--- src/hdl/ohlcv_time_bar_resampler_core_assert.svh ---
// Assertion macros shared by the resampler RTL files.
`ifndef OHLCV_TIME_BAR_RESAMPLER_CORE_ASSERT_SVH
`define OHLCV_TIME_BAR_RESAMPLER_CORE_ASSERT_SVH

// Same-cycle implication, disabled in reset.
`define OTBR_ASSERT_IMP(lbl, clk, rstn, ante, cons, msg) \
	lbl: assert property (@(posedge clk) disable iff (!rstn) (ante) |-> (cons)) \
		else $error(msg);

// Next-cycle implication, disabled in reset.
`define OTBR_ASSERT_NXT(lbl, clk, rstn, ante, cons, msg) \
	lbl: assert property (@(posedge clk) disable iff (!rstn) (ante) |=> (cons)) \
		else $error(msg);

`endif

--- src/hdl/otbr_pkg.sv ---
// Types and constants of the OHLCV time-bar resampler.
`default_nettype none
package otbr_pkg;

	localparam int TIME_BITS  = 48;
	localparam int PRICE_BITS = 32;
	localparam int BVOL_BITS  = 32;
	localparam int VOL_BITS   = 40;
	localparam int MS_BITS    = 23;
	localparam int CNT_BITS   = $clog2(TIME_BITS);

	localparam logic [MS_BITS-1:0] MS_RESET = MS_BITS'(60000);

	typedef enum logic {
		REQ_BAR   = 1'b0,
		REQ_FLUSH = 1'b1
	} req_kind_t;

	typedef enum logic {
		KIND_DONE = 1'b0,
		KIND_RUN  = 1'b1
	} out_kind_t;

	typedef struct packed {
		req_kind_t             req_type;
		logic [TIME_BITS-1:0]  bar_time;
		logic [PRICE_BITS-1:0] bar_open;
		logic [PRICE_BITS-1:0] bar_high;
		logic [PRICE_BITS-1:0] bar_low;
		logic [PRICE_BITS-1:0] bar_close;
		logic [BVOL_BITS-1:0]  bar_volume;
	} req_t;

	typedef struct packed {
		out_kind_t             out_kind;
		logic [TIME_BITS-1:0]  out_start;
		logic [PRICE_BITS-1:0] out_open;
		logic [PRICE_BITS-1:0] out_high;
		logic [PRICE_BITS-1:0] out_low;
		logic [PRICE_BITS-1:0] out_close;
		logic [VOL_BITS-1:0]   out_volume;
		logic                  out_last;
	} res_t;

	typedef struct packed {
		logic busy;
		logic done;
	} div_stat_t;

	typedef enum logic [1:0] {
		ST_IDLE,
		ST_EVAL,
		ST_DIV,
		ST_EMIT_RUN
	} state_t;

	typedef struct packed {
		logic div_start;
		logic load_done;
		logic done_last;
		logic load_run;
		logic merge_upd;
		logic open_new;
		logic clr_valid;
	} ctl_t;

endpackage
`default_nettype wire

--- src/hdl/ohlcv_time_bar_resampler_core.sv ---
// Top level of the OHLCV time-bar resampler: sequencer, bucket state, output register.
// Folds one-minute bars into bars of bucket_ms milliseconds. One request at a time:
// in_stall is high from acceptance until the request's results are loaded into the
// output register. A bar that merges into the open bucket is accepted, evaluated and
// emitted as an update. A bar that opens a new bucket is accepted, evaluated, divided
// and emitted; its start is the bar time minus (time mod period), and that remainder
// comes from a restoring unit that retires one of the 48 time bits per cycle. A flush
// is accepted and evaluated. Extra cycles are added while out_stall holds the output
// register. A new request may be accepted while a result waits in the output register.
// The user must write bucket_ms through cfg_wr_en/cfg_wr_data only while idle; the
// block does not enforce it. Period zero acts as one ms. Volume saturates at 2^40-1.
`default_nettype none
module ohlcv_time_bar_resampler_core (
	input  wire                         clk,
	input  wire                         arst_n,
	input  wire                         cfg_wr_en,
	input  wire [otbr_pkg::MS_BITS-1:0] cfg_wr_data,
	input  wire                         in_valid,
	output logic                        in_stall,
	input  wire otbr_pkg::req_t         in_req,
	output logic                        out_valid,
	input  wire                         out_stall,
	output otbr_pkg::res_t              out_res
);
	import otbr_pkg::*;

	`include "ohlcv_time_bar_resampler_core_assert.svh"

	state_t state_q, state_nxt;
	ctl_t   ctl;

	// configuration
	logic [MS_BITS-1:0] bucket_ms_q;
	logic [MS_BITS-1:0] period;

	// latched request
	req_t req_q;

	// open bucket
	logic                  bkt_valid_q;
	logic [TIME_BITS-1:0]  bkt_start_q;
	logic [PRICE_BITS-1:0] run_open_q;
	logic [PRICE_BITS-1:0] run_high_q;
	logic [PRICE_BITS-1:0] run_low_q;
	logic [PRICE_BITS-1:0] run_close_q;
	logic [VOL_BITS-1:0]   run_vol_q;

	// output register
	logic out_valid_q;
	res_t out_q;
	res_t res;

	logic accept;
	logic out_free;
	logic merge;
	logic [TIME_BITS:0] diff;
	logic [VOL_BITS:0]  vol_sum;

	div_stat_t          div_stat;
	logic [MS_BITS-1:0] div_rem;

	assign accept   = in_valid && !in_stall;
	assign in_stall = (state_q != ST_IDLE);
	assign out_free = !out_valid_q || !out_stall;
	assign period   = (bucket_ms_q == '0) ? MS_BITS'(1) : bucket_ms_q;

	// merge test: late bar, or inside the period after the bucket start
	always_comb begin
		diff  = {1'b0, req_q.bar_time} - {1'b0, bkt_start_q};
		merge = bkt_valid_q && (diff[TIME_BITS] ||
			(diff[TIME_BITS-1:0] < TIME_BITS'(period)));
	end

	assign vol_sum = {1'b0, run_vol_q} + (VOL_BITS + 1)'(req_q.bar_volume);

	always_ff @(posedge clk or negedge arst_n) begin
		if (!arst_n) begin
			bucket_ms_q <= MS_RESET;
		end else if (cfg_wr_en) begin
			bucket_ms_q <= cfg_wr_data;
		end
	end

	// next state
	always_comb begin
		state_nxt = state_q;
		unique case (state_q)
			ST_IDLE: begin
				if (accept) state_nxt = ST_EVAL;
			end
			ST_EVAL: begin
				if (req_q.req_type == REQ_FLUSH) begin
					if (!bkt_valid_q || out_free) state_nxt = ST_IDLE;
				end else if (merge) begin
					state_nxt = ST_EMIT_RUN;
				end else if (!bkt_valid_q || out_free) begin
					state_nxt = ST_DIV;
				end
			end
			ST_DIV: begin
				if (div_stat.done) state_nxt = ST_EMIT_RUN;
			end
			ST_EMIT_RUN: begin
				if (out_free) state_nxt = ST_IDLE;
			end
			default: state_nxt = ST_IDLE;
		endcase
	end

	// control outputs
	always_comb begin
		ctl = '0;
		unique case (state_q)
			ST_IDLE: ;
			ST_EVAL: begin
				if (req_q.req_type == REQ_FLUSH) begin
					if (bkt_valid_q && out_free) begin
						ctl.load_done = 1'b1;
						ctl.done_last = 1'b1;
						ctl.clr_valid = 1'b1;
					end
				end else if (merge) begin
					ctl.merge_upd = 1'b1;
				end else if (!bkt_valid_q) begin
					ctl.div_start = 1'b1;
				end else if (out_free) begin
					// close the old bucket before opening the new one
					ctl.load_done = 1'b1;
					ctl.div_start = 1'b1;
				end
			end
			ST_DIV: begin
				ctl.open_new = div_stat.done;
			end
			ST_EMIT_RUN: begin
				ctl.load_run = out_free;
			end
			default: ;
		endcase
	end

	always_ff @(posedge clk or negedge arst_n) begin
		if (!arst_n) begin
			state_q     <= ST_IDLE;
			bkt_valid_q <= 1'b0;
			out_valid_q <= 1'b0;
		end else begin
			state_q <= state_nxt;
			if (ctl.clr_valid) begin
				bkt_valid_q <= 1'b0;
			end else if (ctl.open_new) begin
				bkt_valid_q <= 1'b1;
			end
			if (ctl.load_done || ctl.load_run) begin
				out_valid_q <= 1'b1;
			end else if (!out_stall) begin
				out_valid_q <= 1'b0;
			end
		end
	end

	always_ff @(posedge clk) begin
		if (accept) begin
			req_q <= in_req;
		end
	end

	// bucket contents
	always_ff @(posedge clk or negedge arst_n) begin
		if (!arst_n) begin
			bkt_start_q <= '0;
			run_open_q  <= '0;
			run_high_q  <= '0;
			run_low_q   <= '0;
			run_close_q <= '0;
			run_vol_q   <= '0;
		end else if (ctl.open_new) begin
			bkt_start_q <= req_q.bar_time - TIME_BITS'(div_rem);
			run_open_q  <= req_q.bar_open;
			run_high_q  <= req_q.bar_high;
			run_low_q   <= req_q.bar_low;
			run_close_q <= req_q.bar_close;
			run_vol_q   <= VOL_BITS'(req_q.bar_volume);
		end else if (ctl.merge_upd) begin
			if (req_q.bar_high > run_high_q) run_high_q <= req_q.bar_high;
			if (req_q.bar_low < run_low_q) run_low_q <= req_q.bar_low;
			run_close_q <= req_q.bar_close;
			run_vol_q   <= vol_sum[VOL_BITS] ? {VOL_BITS{1'b1}} : vol_sum[VOL_BITS-1:0];
		end
	end

	always_comb begin
		res.out_kind   = ctl.load_run ? KIND_RUN : KIND_DONE;
		res.out_start  = bkt_start_q;
		res.out_open   = run_open_q;
		res.out_high   = run_high_q;
		res.out_low    = run_low_q;
		res.out_close  = run_close_q;
		res.out_volume = run_vol_q;
		res.out_last   = ctl.load_run || ctl.done_last;
	end

	always_ff @(posedge clk) begin
		if (ctl.load_done || ctl.load_run) begin
			out_q <= res;
		end
	end

	assign out_valid = out_valid_q;
	assign out_res   = out_q;

	otbr_div u_div (
		.clk      (clk),
		.arst_n   (arst_n),
		.start    (ctl.div_start),
		.dividend (req_q.bar_time),
		.divisor  (period),
		.stat     (div_stat),
		.rem      (div_rem)
	);

	`OTBR_ASSERT_NXT(a_accept_eval, clk, arst_n, accept, state_q == ST_EVAL,
		"accepted request not evaluated")
	`OTBR_ASSERT_IMP(a_emit_has_bkt, clk, arst_n, state_q == ST_EMIT_RUN, bkt_valid_q,
		"update emitted with no open bucket")
	`OTBR_ASSERT_IMP(a_done_in_div, clk, arst_n, div_stat.done, state_q == ST_DIV,
		"remainder finished outside divide state")

endmodule
`default_nettype wire

--- src/hdl/otbr_div.sv ---
// Bit-serial remainder unit: one restoring step per cycle.
`default_nettype none
module otbr_div (
	input  wire                           clk,
	input  wire                           arst_n,
	input  wire                           start,
	input  wire [otbr_pkg::TIME_BITS-1:0] dividend,
	input  wire [otbr_pkg::MS_BITS-1:0]   divisor,
	output otbr_pkg::div_stat_t           stat,
	output logic [otbr_pkg::MS_BITS-1:0]  rem
);
	import otbr_pkg::*;

	`include "ohlcv_time_bar_resampler_core_assert.svh"

	logic [TIME_BITS-1:0] dvd_q;
	logic [MS_BITS-1:0]   dsr_q;
	logic [MS_BITS-1:0]   rem_q;
	logic [CNT_BITS-1:0]  cnt_q;
	logic                 busy_q;
	logic                 done_q;

	logic [MS_BITS:0]   trial;
	logic               ge;
	logic [MS_BITS-1:0] rem_nxt;

	// shift in next dividend bit, subtract when it fits
	always_comb begin
		trial   = {rem_q, dvd_q[TIME_BITS-1]};
		ge      = (trial >= {1'b0, dsr_q});
		rem_nxt = ge ? MS_BITS'(trial - {1'b0, dsr_q}) : trial[MS_BITS-1:0];
	end

	always_ff @(posedge clk or negedge arst_n) begin
		if (!arst_n) begin
			busy_q <= 1'b0;
			done_q <= 1'b0;
			cnt_q  <= '0;
			rem_q  <= '0;
			dsr_q  <= MS_BITS'(1);
		end else begin
			done_q <= busy_q && (cnt_q == '0);
			if (start) begin
				busy_q <= 1'b1;
				cnt_q  <= CNT_BITS'(TIME_BITS - 1);
				rem_q  <= '0;
				dsr_q  <= divisor;
			end else if (busy_q) begin
				rem_q <= rem_nxt;
				cnt_q <= cnt_q - CNT_BITS'(1);
				if (cnt_q == '0) begin
					busy_q <= 1'b0;
				end
			end
		end
	end

	always_ff @(posedge clk) begin
		if (start) begin
			dvd_q <= dividend;
		end else if (busy_q) begin
			dvd_q <= {dvd_q[TIME_BITS-2:0], 1'b0};
		end
	end

	assign stat.busy = busy_q;
	assign stat.done = done_q;
	assign rem       = rem_q;

	`OTBR_ASSERT_IMP(a_rem_below_dsr, clk, arst_n, busy_q, rem_q < dsr_q, "remainder out of range")
	`OTBR_ASSERT_NXT(a_start_busy, clk, arst_n, start, busy_q, "start did not begin")
	`OTBR_ASSERT_NXT(a_busy_holds, clk, arst_n, busy_q && !start && (cnt_q != '0), busy_q,
		"divider quit early")

endmodule
`default_nettype wire
--- config.mk ---
export PLATFORM = sky130hd
export DESIGN_NAME = ohlcv_time_bar_resampler_core
export DESIGN_NICKNAME = d
export VERILOG_FILES = /design/src/hdl/otbr_pkg.sv /design/src/hdl/ohlcv_time_bar_resampler_core.sv /design/src/hdl/otbr_div.sv
export VERILOG_INCLUDE_DIRS = /design/src /design/src/hdl
export SDC_FILE = /design/constraint.sdc
export NUM_CORES = 1
export LEC_CHECK = 0
export BUFFER_PORTS_ARGS = -buffer_cell sky130_fd_sc_hd__buf_2
export CAP_MARGIN = 25
export CORE_ASPECT_RATIO = 1.2
export CORE_UTILIZATION = 55
export DETAILED_ROUTE_END_ITERATION = 10
export PLACE_DENSITY = 0.78
export SLEW_MARGIN = 40
export SYNTH_ARGS = -nofsm -noshare
export SYNTH_HDL_FRONTEND = slang
export SYNTH_SLANG_ARGS = --single-unit
export TNS_END_PERCENT = 1
--- constraint.sdc ---
create_clock -name clk -period 13.4 [get_ports clk]
set_input_delay 0 -clock clk [delete_from_list [all_inputs] [get_ports clk]]
set_output_delay 0 -clock clk [all_outputs]
set_load 0.02 [all_outputs]
==> impl_metrics.py, run 1 <==
metrics = {
    "global_routing": {
        "grt_pass1_vias": 27800,
        "grt_max_degree": 130,
        "overflow": 0,
        "grt_pass1_wl_mm": 161,
        "grt_antenna_before_repair": 12,
        "groute.usage.overall_pct": 31.1,
    },
    "die": {
        "rows": 102,
        "die_h_um": 284,
        "pin_count": 457,
        "coreArea_um2": 65000,
        "die_area_um2": 67200,
        "start_util_pct": 56.0,
        "die_w_um": 237,
    },
    "sta": {
        "finClkSkew_ns": 0.0392,
        "hold_violations": 0,
        "maxSlewViolCount": 0,
        "setup_viol": 0,
        "tightest_slew_ns": 0.842,
        "period_share_pct": 53.5,
        "period_needed_ns": 7.17,
        "rsz0062_at_grt": "false",
        "fmax_mhz": 139,
        "setup_ws_ns": 6.23,
        "slew_headroom_pct": 43.9,
        "fin_setup_tns_ns": 0,
    },
    "synth": {
        "synth_seq_cells": 772,
        "netlist-cell-type-count": 82,
        "syn-num-nets": 3430,
        "synth_area_um2": 36400,
        "yosysSeqAreaShare_pct": 59.6,
        "synth_top_cell_by_area": "edfxtp_1",
        "yosys-top-cells-area": "edfxtp_1 39%, dfrtp_1 20%, ha_1 7.3%, nand2_1 2.8%, mux2_2 2.6%",
        "synth_adder_area_share_pct": 7.54,
        "synth-compound-area-share_pct": 11.2,
        "syn_avg_cell_area_um2": 12.2,
        "syn_inst": 2976,
        "yosys_warnings": 0,
        "synthArstFlopShare_pct": 38.5,
        "synthMuxAreaShare_pct": 5.70,
        "synth_top_family_by_area": "compound AO/OA/AOI/OAI gates",
        "synth_edf_count": 475,
        "synthXorXnorAreaFrac_pct": 2.84,
        "synth_top_area_share_pct": 39.2,
        "synthSimpleGateAreaFrac_pct": 9.50,
        "ys.flop_type": "edfxtp_1",
    },
    "critical_path": {
        "crit_path_top_delay_cell": "a2111o_1",
        "crit_buf_inv": 4,
        "critPathLaunch": "req_q[160]$_DFFE_PP_",
        "reg2reg_from": "req_q[160]$_DFFE_PP_",
        "rr_worst_depth": 25,
        "crit_cells": 25,
        "cp-endpoint": "out_res[97]$_DFFE_PP_",
        "crit_path_start_kind": "flop",
        "r2r-end": "out_res[97]$_DFFE_PP_",
        "crit_family": "compound AO/OA/AOI/OAI gates",
        "cp.required_ns": 13.68,
        "critPathArrivalTime_ns": 7.45,
        "endpoint_kind": "flop",
        "r2r_slack_ns": 6.23,
        "cp_max_fo": 79,
        "worstSetupPathType": "flop to flop",
        "max_stage_delay_ns": 0.54,
    },
    "power_and_ir_drop": {
        "powerDensity_nw_per_um2": 230,
        "clockPowerShare_pct": 22.4,
        "p_switching_w": 0.00393,
        "p_seq_share_pct": 37.1,
        "leakage_nw": 19.2,
        "ir_worst_vdd_mv": 0.156,
        "combPwrFrac_pct": 40.4,
        "p_int_w": 0.00648,
        "power.share.switching_pct": 37.8,
    },
    "clock_tree": {
        "clock_latency_ns": 0.65,
        "numCtsBuffers": 79,
        "cts-root-buf": "clkbuf_16",
        "cts_tree": "built",
        "htree_num_levels": 3,
        "cts_resized": 0,
        "cts_sinks": 772,
        "clk_path_buf_depth": 3,
        "path_clk_slew_ns": 0.06,
    },
    "place": {
        "dpl.hpwl_mm": 67.0,
        "gp_congestion": 0.933,
        "io_buffers": 456,
        "pre_cts_slack_ns": 6.29,
    },
    "final_layout": {
        "post-route-util_pct": 69.6,
        "drive_above_1_share_pct": 20.0,
        "syn2layout_area_growth_pct": 24.3,
        "final_nets": 4174,
    },
    "drt": {
        "drtAntennaViolNets": 0,
        "drt_iter0_drc": 2088,
        "num_vias": 27200,
        "drt_pass1_iterations": 6,
        "viasPerCell": 5.89,
        "remaining_drc_errors": 0,
        "drt-total-wl_mm": 105,
        "avgRoutedWirePerCell_um": 22.7,
    },
    "job": {
        "maxCapViolCount": 0,
    },
    "outcome": {
        "status": "completed",
    },
    "worst_hold_path": {
        "hold_class": "input port to async pin",
    },
}
## Yosys cell counts (9+ instances only)
master and n:
clkbuf_1 65, nor3_1 55, mux2_1 36, or2_2 9
nor2_1 148, o21bai_1 20, inv_1 223, nand2_1 269
or3_1 17, o21ai_0 157, nand4_1 45, nor2b_1 17
a21o_1 63, nor4_1 18, and2_1 12, nand3_1 36
a31oi_1 18, dfrtp_1 289, a211oi_1 41, mux2i_1 32
mux2_2 85, ha_1 213, mux2_4 26, xnor2_1 66
o31ai_1 10, xor2_1 52, o22ai_1 32, o21a_1 24
edfxtp_1 475, and3_1 25, buf_2 18, nand2b_1 35
a21oi_1 181, o211ai_1 16
## power groups by stage
stage          Combinational, W  Sequential, W  Clock, W
2_1_floorplan           0.00284        0.00397         0
3_3_place_gp            0.00389        0.00383         0
3_5_place_dp            0.00398        0.00386         0
4_1_cts                 0.00410        0.00383   0.00234
5_1_grt                 0.00463        0.00392   0.00244
6_report                0.00421        0.00386   0.00233
## worst min path at each step
stage            from                         to  slack, ns
4_1_cts        arst_n   run_low_q[9]$_DFFE_PN0P_       0.01
6_report       arst_n   run_low_q[8]$_DFFE_PN0P_       0.02
5_1_grt        arst_n   run_low_q[8]$_DFFE_PN0P_       0.03
2_1_floorplan  arst_n                  async pin      -0.30
3_3_place_gp   arst_n  run_low_q[16]$_DFFE_PN0P_       0.14
3_5_place_dp   arst_n  run_low_q[16]$_DFFE_PN0P_     -0.002
## logic make-up after synthesis
| kind of cell | Yosys count |
|---|---|
| flip-flops | 772 |
| buffers and inverters | 321 |
| multiplexers | 179 |
| adder cells (fa/ha/maj) | 217 |
| XOR/XNOR | 118 |
| AO/OA/AOI/OAI | 644 |
| AND/OR/NAND/NOR | 725 |
## through the flow
step	power (W)	hold WS [ns]	cells	cell area, um2
after global routing	0.0110	0.0307	4625	45200
after detailed placement	0.00784	-0.00223	4188	39600
final	0.0104	0.0244	4627	45200
after global placement	0.00773	0.143	4185	39500
after floorplan	0.00681	-0.296	2976	36400
after CTS	0.0103	0.0148	4617	45200
## placed cells by master (no fill, tap or decap), drive strengths merged, types with 35 or more instances in the layout
master and instances:
buf 480, edfxtp 475, dfrtp 289, dlygate4sd3 281
nand2 270, inv 225, ha 213, a21oi 182
o21ai 161, nor2 148, mux2 147, clkbuf 109
xnor2 66, a21o 64, nor3 55, xor2 52
nand4 45, a211oi 42, nand3 37, nand2b 35
## worst register-to-register path, stage by stage (launching register included)
cell       delay (ns)
edfxtp_1         0.37
inv_1            0.10
ha_1             0.18
inv_1            0.06
fa_1             0.43
a211oi_2         0.25
o211ai_1         0.20
a2111o_1         0.54
nand3b_1         0.20
nand2_1          0.11
a21o_1           0.18
a21oi_1          0.16
xnor2_1          0.14
ha_1             0.26
a21oi_1          0.17
o2111ai_1        0.14
a211oi_1         0.23
o31ai_1          0.10
or4b_1           0.49
or4_1            0.54
or3_4            0.44
o22ai_1          0.13
o21bai_1         0.12
and3_4           0.33
buf_4            0.41
buf_6            0.48
## metal layers
metal	wire, um	part of all wire [%]	track usage [%]	vias up
li1	-	-	-	12400
met1	39100	37	37.0	13300
met2	53400	51	54.9	1225
met3	7740	7.4	5.64	297
met4	4800	4.6	13.7	10
met5	65	0.062	0	-
## final cells by class
cell class	instances	area, um2
Clock buffer	109	2260
Clock inverter	38	514
Tap cell	832	1040
Sequential cell	772	21700
Antenna cell	9	22.5
Multi-Input combinational cell	1883	13400
Timing Repair Buffer	761	5410
Inverter	223	837
Fill cell	4248	19700
## flip-flops by register name, summed over array words and instances (netlist names), 32 cells and up, named ones only
register / flops
bkt_start_q: 48
run_open_q: 32
run_close_q: 32
run_low_q: 32
u_div.dvd_q: 48
out_res: 218
run_vol_q: 40
run_high_q: 32
req_q: 209
## repair_timing
action / CTS / global route
hold buffers: 282 / 0
setup buffers: 0 / 0
hold endpoints to repair: 476 / 0
Power figures use the tool's default switching activity.
==> inputs of run 2 (changes only) <==
- CORE_UTILIZATION: 55 -> 53
- PLACE_DENSITY: 0.78 -> 0.79
- clock period: 13.4 -> 5.84 ns (I/O delays scaled with it)
==> run 2 against run 1 <==
Compared with the run above: the run now ends with setup timing left; utilization increased by 0.28 points; final area increased by 4.4%; clock skew increased by 0.0015 ns; combinational power increased to 2.6 times the previous value; critical path depth unchanged; non-clock buffer count increased by 145; largest cell class unchanged.
==> impl_metrics.py, run 2 (same netlist as run 1, synthesis figures left out) <==
metrics = {
    "final_layout": {
        "final_nets": 4319,
        "final_cell_mix": "475 x edfxtp_1, 455 x buf_2, 289 x dfrtp_1",
        "drive_above_1_share_pct": 24.3,
        "final_common_cell": "edfxtp_1",
        "final_cell_area_um2": 47200,
        "syn2layout_area_growth_pct": 29.8,
        "largest_register_ffs": 218,
        "n_fill_cell": 4334,
    },
    "die": {
        "die_h_um": 289,
        "coreArea_um2": 67500,
        "die_w_um": 241,
        "start_util_pct": 53.9,
        "pin_count": 457,
        "rows": 104,
        "die_area_um2": 69700,
    },
    "power_and_ir_drop": {
        "p_switching_w": 0.00986,
        "leakage_nw": 20.1,
        "clockPowerShare_pct": 21.1,
        "powerDensity_nw_per_um2": 538,
        "p_seq_share_pct": 35.6,
        "power.share.switching_pct": 38.8,
        "combPwrFrac_pct": 43.4,
        "ir_worst_vdd_mv": 0.347,
        "p_int_w": 0.0156,
        "p_total_w": 0.0254,
    },
    "drt": {
        "drt_iter0_drc": 2631,
        "remaining_drc_errors": 0,
        "viasPerCell": 5.98,
        "drtAntennaViolNets": 0,
        "num_vias": 29000,
        "avgRoutedWirePerCell_um": 24.8,
        "drt_pass1_iterations": 6,
        "drt-total-wl_mm": 120,
    },
    "sta": {
        "setup_ws_ns": -0.163,
        "period_share_pct": 103,
        "fmax_mhz": 167,
        "maxSlewViolCount": 0,
        "setup_viol": 320,
        "slew_headroom_pct": 42.8,
        "tightest_slew_ns": 0.858,
        "fin_setup_tns_ns": -17.62,
        "finClkSkew_ns": 0.0407,
        "rsz0062_at_grt": "true",
        "period_needed_ns": 6.00,
        "hold_violations": 0,
    },
    "clock_tree": {
        "htree_num_levels": 3,
        "cts_sinks": 772,
        "clock_latency_ns": 0.65,
        "path_clk_slew_ns": 0.07,
        "cts_tree": "built",
        "clk_path_buf_depth": 3,
        "numCtsBuffers": 77,
        "cts-root-buf": "clkbuf_16",
    },
    "worst_hold_path": {
        "hold_class": "input port to flop",
        "min_path_cells": 2,
    },
    "place": {
        "io_buffers": 456,
        "gp_congestion": 0.943,
        "placed_area_um2": 40800,
        "dpl.hpwl_mm": 69.2,
    },
    "global_routing": {
        "overflow": 0,
        "grt_pass1_vias": 28700,
        "grt_pass1_wl_mm": 168,
        "grt_antenna_before_repair": 17,
        "groute.usage.overall_pct": 32.0,
        "grt_max_degree": 126,
    },
    "critical_path": {
        "critPathArrivalTime_ns": 6.38,
        "endpoint_kind": "flop",
        "cp_max_fo": 24,
        "worstSetupPathType": "flop to flop",
        "crit_path_top_delay_cell": "a2111o_1",
        "crit_path_start_kind": "flop",
        "rr_worst_depth": 25,
        "cp.required_ns": 6.21,
        "max_stage_delay_ns": 0.53,
    },
    "job": {
        "maxCapViolCount": 0,
    },
    "outcome": {
        "violations": "setup timing",
        "status": "complete, but fails checks",
    },
}
## run 2: worst max-delay path, delay by kind of cell (launching register included)
| family | cells | cell delay, ns |
|---|---|---|
| buffers and inverters | 4 | 0.49 |
| flip-flops | 1 | 0.40 |
| AO/OA/AOI/OAI | 11 | 2.15 |
| AND/OR/NAND/NOR | 6 | 1.78 |
| XOR/XNOR | 1 | 0.13 |
| adder cells (fa/ha/maj) | 3 | 0.77 |
## run 2: cell type report
class	instances	area, um2	share of cell area (%)
Tap cell	901	1130	2.39
Inverter	223	837	1.77
Timing Repair Buffer	906	6940	14.7
Sequential cell	772	21700	46.0
Multi-Input combinational cell	1885	13900	29.4
Clock inverter	43	593	1.26
Clock buffer	101	2100	4.45
Antenna cell	18	45.0	0.0954
## run 2: metal layers
layer  vias to the layer above  global-route usage (%)  part of all wire [%]
met4                         8                    18.6                   6.1
met2                      1803                    55.5                    50
met3                       468                    7.66                   9.4
met1                     14000                    35.9                    35
met5                         -                       0                 0.038
li1                      12700                       -                     -
## run 2: per-stage QoR
step / worst slack [ns] / hold WS (ns) / cells / utilization, %
6_report: -0.163 / 0.0602 / 4849 / 69.9
5_1_grt: -0.362 / 0.0592 / 4841 / 69.9
4_1_cts: -0.135 / 0.0395 / 4812 / 68.8
3_5_place_dp: -0.564 / -0.0395 / 4382 / 60.4
3_3_place_gp: -0.424 / -0.0422 / 4380 / 60.3
2_1_floorplan: -0.641 / -0.296 / 2976 / -
## run 2: timing repair
action                     CTS  global route
setup endpoints to repair  505           504
hold buffers               282             0
hold endpoints to repair   525             0
buffers inserted             1             5
pin swaps                   23            16
resized for setup           26            98
gates cloned                 3            14
## run 2: worst paths after layout
| kind | slack [ns] | startpoint | end |
|---|---|---|---|
| setup / recovery | -0.16 | req_q[160]$_DFFE_PP_ | u_div.dvd_q[4]$_DFFE_PP_ |
| hold / removal | 0.06 | in_req[140] | req_q[140]$_DFFE_PP_ |
| setup reg to reg | -0.16 | req_q[160]$_DFFE_PP_ | u_div.dvd_q[4]$_DFFE_PP_ |
| hold reg to reg | 0.45 | run_close_q[29]$_DFFE_PN0P_ | out_res[70]$_DFFE_PP_ |
| max in group asynchronous | 4.49 | arst_n | u_div.dsr_q[1]$_DFFE_PN0P_ |
| min in group asynchronous | 0.55 | arst_n | run_low_q[19]$_DFFE_PN0P_ |
## run 2: power groups by stage
stage	combinational [W]	clock [W]	sequential (W)
after floorplan	0.00653	0	0.00895
after global placement	0.00945	0	0.00882
after detailed placement	0.00973	0	0.00888
after CTS	0.0101	0.00531	0.00883
after global routing	0.0120	0.00559	0.00911
final	0.0110	0.00535	0.00904
